File: src/rtl/core/cfir_ram.sv
// ----------------------------------------------------------------------------
// cfir_ram - simple dual-port RAM
// One write port and one read port, read data registered.
// ----------------------------------------------------------------------------
module cfir_ram #(
	parameter int WIDTH = 32,
	parameter int DEPTH = 64,
	localparam int AW = (DEPTH > 1) ? $clog2(DEPTH) : 1
) (
	input  logic             clk,
	input  logic             we,
	input  logic [AW-1:0]    waddr,
	input  logic [WIDTH-1:0] wdata,
	input  logic [AW-1:0]    raddr,
	output logic [WIDTH-1:0] rdata
);

	logic [WIDTH-1:0] mem_q [DEPTH];
	logic [WIDTH-1:0] rdata_q;

	always_ff @(posedge clk) begin
		if (we) begin
			mem_q[waddr] <= wdata;
		end
		rdata_q <= mem_q[raddr];
	end

	assign rdata = rdata_q;

endmodule

File: config.mk
export PLATFORM = sky130hd
export DESIGN_NAME = cfir_ram
export DESIGN_NICKNAME = d
export VERILOG_FILES = /design/src/rtl/core/cfir_ram.sv
export SDC_FILE = /design/constraint.sdc
export NUM_CORES = 2
export LEC_CHECK = 0
export BUFFER_PORTS_ARGS = -buffer_cell sky130_fd_sc_hd__buf_2
export CAP_MARGIN = 20
export CORE_AREA = 2 2 365 367
export CTS_CLUSTER_DIAMETER = 50
export DETAILED_ROUTE_END_ITERATION = 10
export DIE_AREA = 0 0 367 369
export PLACE_DENSITY = 0.76
export SYNTH_ARGS = -nofsm -noshare
export SYNTH_HDL_FRONTEND = slang
export SYNTH_SLANG_ARGS = --single-unit
File: constraint.sdc
create_clock -name clk -period 4.8 [get_ports clk]
set_clock_uncertainty 0.2 [all_clocks]
set_input_delay 0.48 -clock clk [delete_from_list [all_inputs] [get_ports clk]]
set_output_delay 0.48 -clock clk [all_outputs]
set_load 0.005 [all_outputs]
==> metrics.txt <==
clock insertion delay at the later pin of the skew report 0.84 ns; RePlAce Congestion 0.857; Hold Vio Cnt, Final 0; R2R Setup Slk 2.10 ns; Clock Power Share 0.410; Area contributors post-synth edfxtp_1 78%, mux4_2 16%, mux2i_1 1.2%; Reg power frac 0.538; clk sinks 2080; CTS root buf clkbuf_16; status finished clean; largest net degree at the start of global routing 74; Post-synth top flop edfxtp_1; first-pass GRT wire length 290000 um; RSZ-0062 raised after global routing false; f_max 309 MHz; hold path depth 1; crit path buf inv count 3; gr usage total 0.309; Yosys top cell area share 0.783; crit path kind in2reg; ys async rst share 0; Initial Utilization 0.599; crit end category flop; cts repair resizes 0; sequential fraction of the synthesis area 0.791; Layout area overhead 13.2%; Post-Syn Nets 3370; crit-path cells buf_8 -> buf_4 -> buf_4 -> mux4_2 -> mux4_2 -> o22ai_1 -> nor2_1; Critical Path Start Type input port; Distinct cells, synth 34; total grt overflow 0; filler cell count 7700; Vias 38500; Gate Count Post-Synth 3324; reg2reg end rdata[17]; switch share 0.211; DP Wirelength 114000 um; Logic pwr share 0.052; vias in the first global route 38900; initial antenna violation count 8; Power Density 422 nW/um^2; Num CTS Buffers 192; final WL 207000 um; chip height 369 um; Internal 0.0296 W; CTS Buffer Depth 3; CP max stage delay 0.58 ns; die footprint 135000 um^2; switching power 0.00793 W; Worst slew margin 0.177; WL/cell 37.4 um; Hold Startpoint wdata[11]; HP Class in2reg; final setup vio count 0; Avg Inst Size Synth 23.6 um^2; max-cap violations 0; Hold Crit Endpoint mem_q[12][11]; Worst Path Arrival 3.70 ns; Die Wd 367 um; Critical-path top delay cell o22ai_1; Rows 133; TritonCTS clock tree built; number of flops mapped to enable cells by yosys 2048; TritonRoute pass-1 iters 6; final instance area 88900 um^2; Nets 3649; final core utilization 0.678; DR vias/cell 6.97; data required time of the worst path 5.26 ns; DP Area 82200 um^2; DR iter-0 viols 6366; fin crit period 3.24 ns; VDD IR-drop max 459 uV; share of cells above drive strength 1 0.307; Synth area leader edfxtp_1; synthesis warning total 0; setup_tns 0 ns; worst slew pin tran 1.23 ns; post-synthesis cell area 78500 um^2; Top Family by Delay on Critical Path buffers and inverters; Final ANT Viol Nets 0; Yosys reg bits 2080; fin. max-slew vios 0; crit path max fanout 67; r2r startpoint mem_q[23][17]; PortBufs 77; P_leak 27.9 nW; Worst-path clk slew 0.07 ns; Tot Pwr 0.0375 W; Synth top cells by count 2048 x edfxtp_1, 544 x mux4_2, 137 x nor2_1; I/O Pins 78; DRC 0; Tcrit/Tclk final 0.674; htree depth 4; core box area 131000 um^2; cells on worst reg2reg path 5; most common cell in the netlist edfxtp_1
## layout make-up
type | count | area [um^2] | area share
well taps | 1755 | 2200 | 0.0247
flip-flops and latches | 2080 | 62100 | 0.699
multi-input cells | 1062 | 16000 | 0.180
clock inverters | 99 | 1070 | 0.0120
diodes | 4 | 10.0 | 0.000113
repair buffers | 267 | 2200 | 0.0248
clock buffers | 259 | 5270 | 0.0593
## worst max path at each step
stage / from / to / depth (start not counted)
finish: raddr[1] / rdata[12] / 7
global placement: raddr[0] / rdata[18] / 6
CTS: raddr[1] / rdata[12] / 7
global route: raddr[0] / rdata[18] / 6
floorplan: waddr[3] / mem_q[48][0] / 4
detailed placement: raddr[1] / rdata[12] / 7
## repair_timing
action,4_1_cts,5_1_grt
setup endpoints to repair,0,0
setup buffers,0,0
hold buffers,3,6
hold endpoints to repair,58,98
## power groups by stage
stage | Combinational, W | Sequential [W] | Clock [W]
2_1_floorplan | 0.000978 | 0.0205 | 0
3_3_place_gp | 0.00181 | 0.0206 | 0
3_5_place_dp | 0.00188 | 0.0206 | 0
4_1_cts | 0.00191 | 0.0202 | 0.0155
5_1_grt | 0.00201 | 0.0202 | 0.0161
6_report | 0.00195 | 0.0202 | 0.0154
## cell usage in the layout, fill, tap and decap left out, types with 5 or more instances in the layout
| master | netlist | routed |
|---|---|---|
| edfxtp_1 | 2048 | 2048 |
| a311oi_1 | 8 | 8 |
| buf_12 | 0 | 27 |
| clkbuf_16 | 0 | 196 |
| nand2_1 | 26 | 26 |
| clkinvlp_4 | 0 | 6 |
| o221ai_1 | 27 | 27 |
| nor2b_1 | 15 | 14 |
| nor2_1 | 137 | 75 |
| clkbuf_8 | 0 | 13 |
| nor3_1 | 7 | 5 |
| nand2b_1 | 8 | 7 |
| dfxtp_1 | 32 | 32 |
| nand3b_1 | 5 | 5 |
| a22oi_1 | 12 | 12 |
| bufinv_16 | 0 | 20 |
| clkinv_2 | 0 | 36 |
| clkbuf_1 | 74 | 50 |
| nor2_4 | 0 | 62 |
| dlygate4sd3_1 | 0 | 9 |
| o22ai_1 | 84 | 84 |
| buf_4 | 25 | 152 |
| a21oi_1 | 62 | 62 |
| mux4_2 | 544 | 544 |
| mux2i_1 | 93 | 93 |
| clkinv_1 | 0 | 25 |
| inv_6 | 0 | 8 |
| buf_2 | 57 | 75 |
| nand3_1 | 5 | 5 |
## flip-flops by register name, indices dropped and copies added, names as in the netlist
signal	flops
rdata	32
mem_q	2048
## per-layer routing
layer | GRT usage | wire length [um] | part of all wire | vias up
met5 | 0 | 39 | 0.00019 | -
met4 | 0.155 | 11900 | 0.057 | 6
met3 | 0.0677 | 24100 | 0.12 | 557
met2 | 0.498 | 102000 | 0.49 | 2945
met1 | 0.404 | 69000 | 0.33 | 20200
li1 | - | - | - | 14800
## stage by stage
| stage | cells | hold slack [ns] | setup WS [ns] |
|---|---|---|---|
| 6_report | 5526 | 0.0130 | 1.56 |
| 3_3_place_gp | 5141 | 0.475 | 0.849 |
| 5_1_grt | 5524 | 0.0130 | 1.44 |
| 2_1_floorplan | 3324 | 0.379 | 0.960 |
| 4_1_cts | 5507 | 0.00922 | 1.59 |
| 3_5_place_dp | 5146 | 0.477 | 0.764 |
## logic make-up (layout without fill, tap and decap cells)
group / after synthesis / after routing / share of synthesized area
and+or+nand+nor: 223 / 223 / 0.0127
muxes: 637 / 637 / 0.168
other: 0 / 4 / 0
DFF: 2080 / 2080 / 0.791
buffers and inverters: 182 / 625 / 0.0113
AOI/OAI and AO/OA: 202 / 202 / 0.0167
Power figures use the tool's default switching activity.
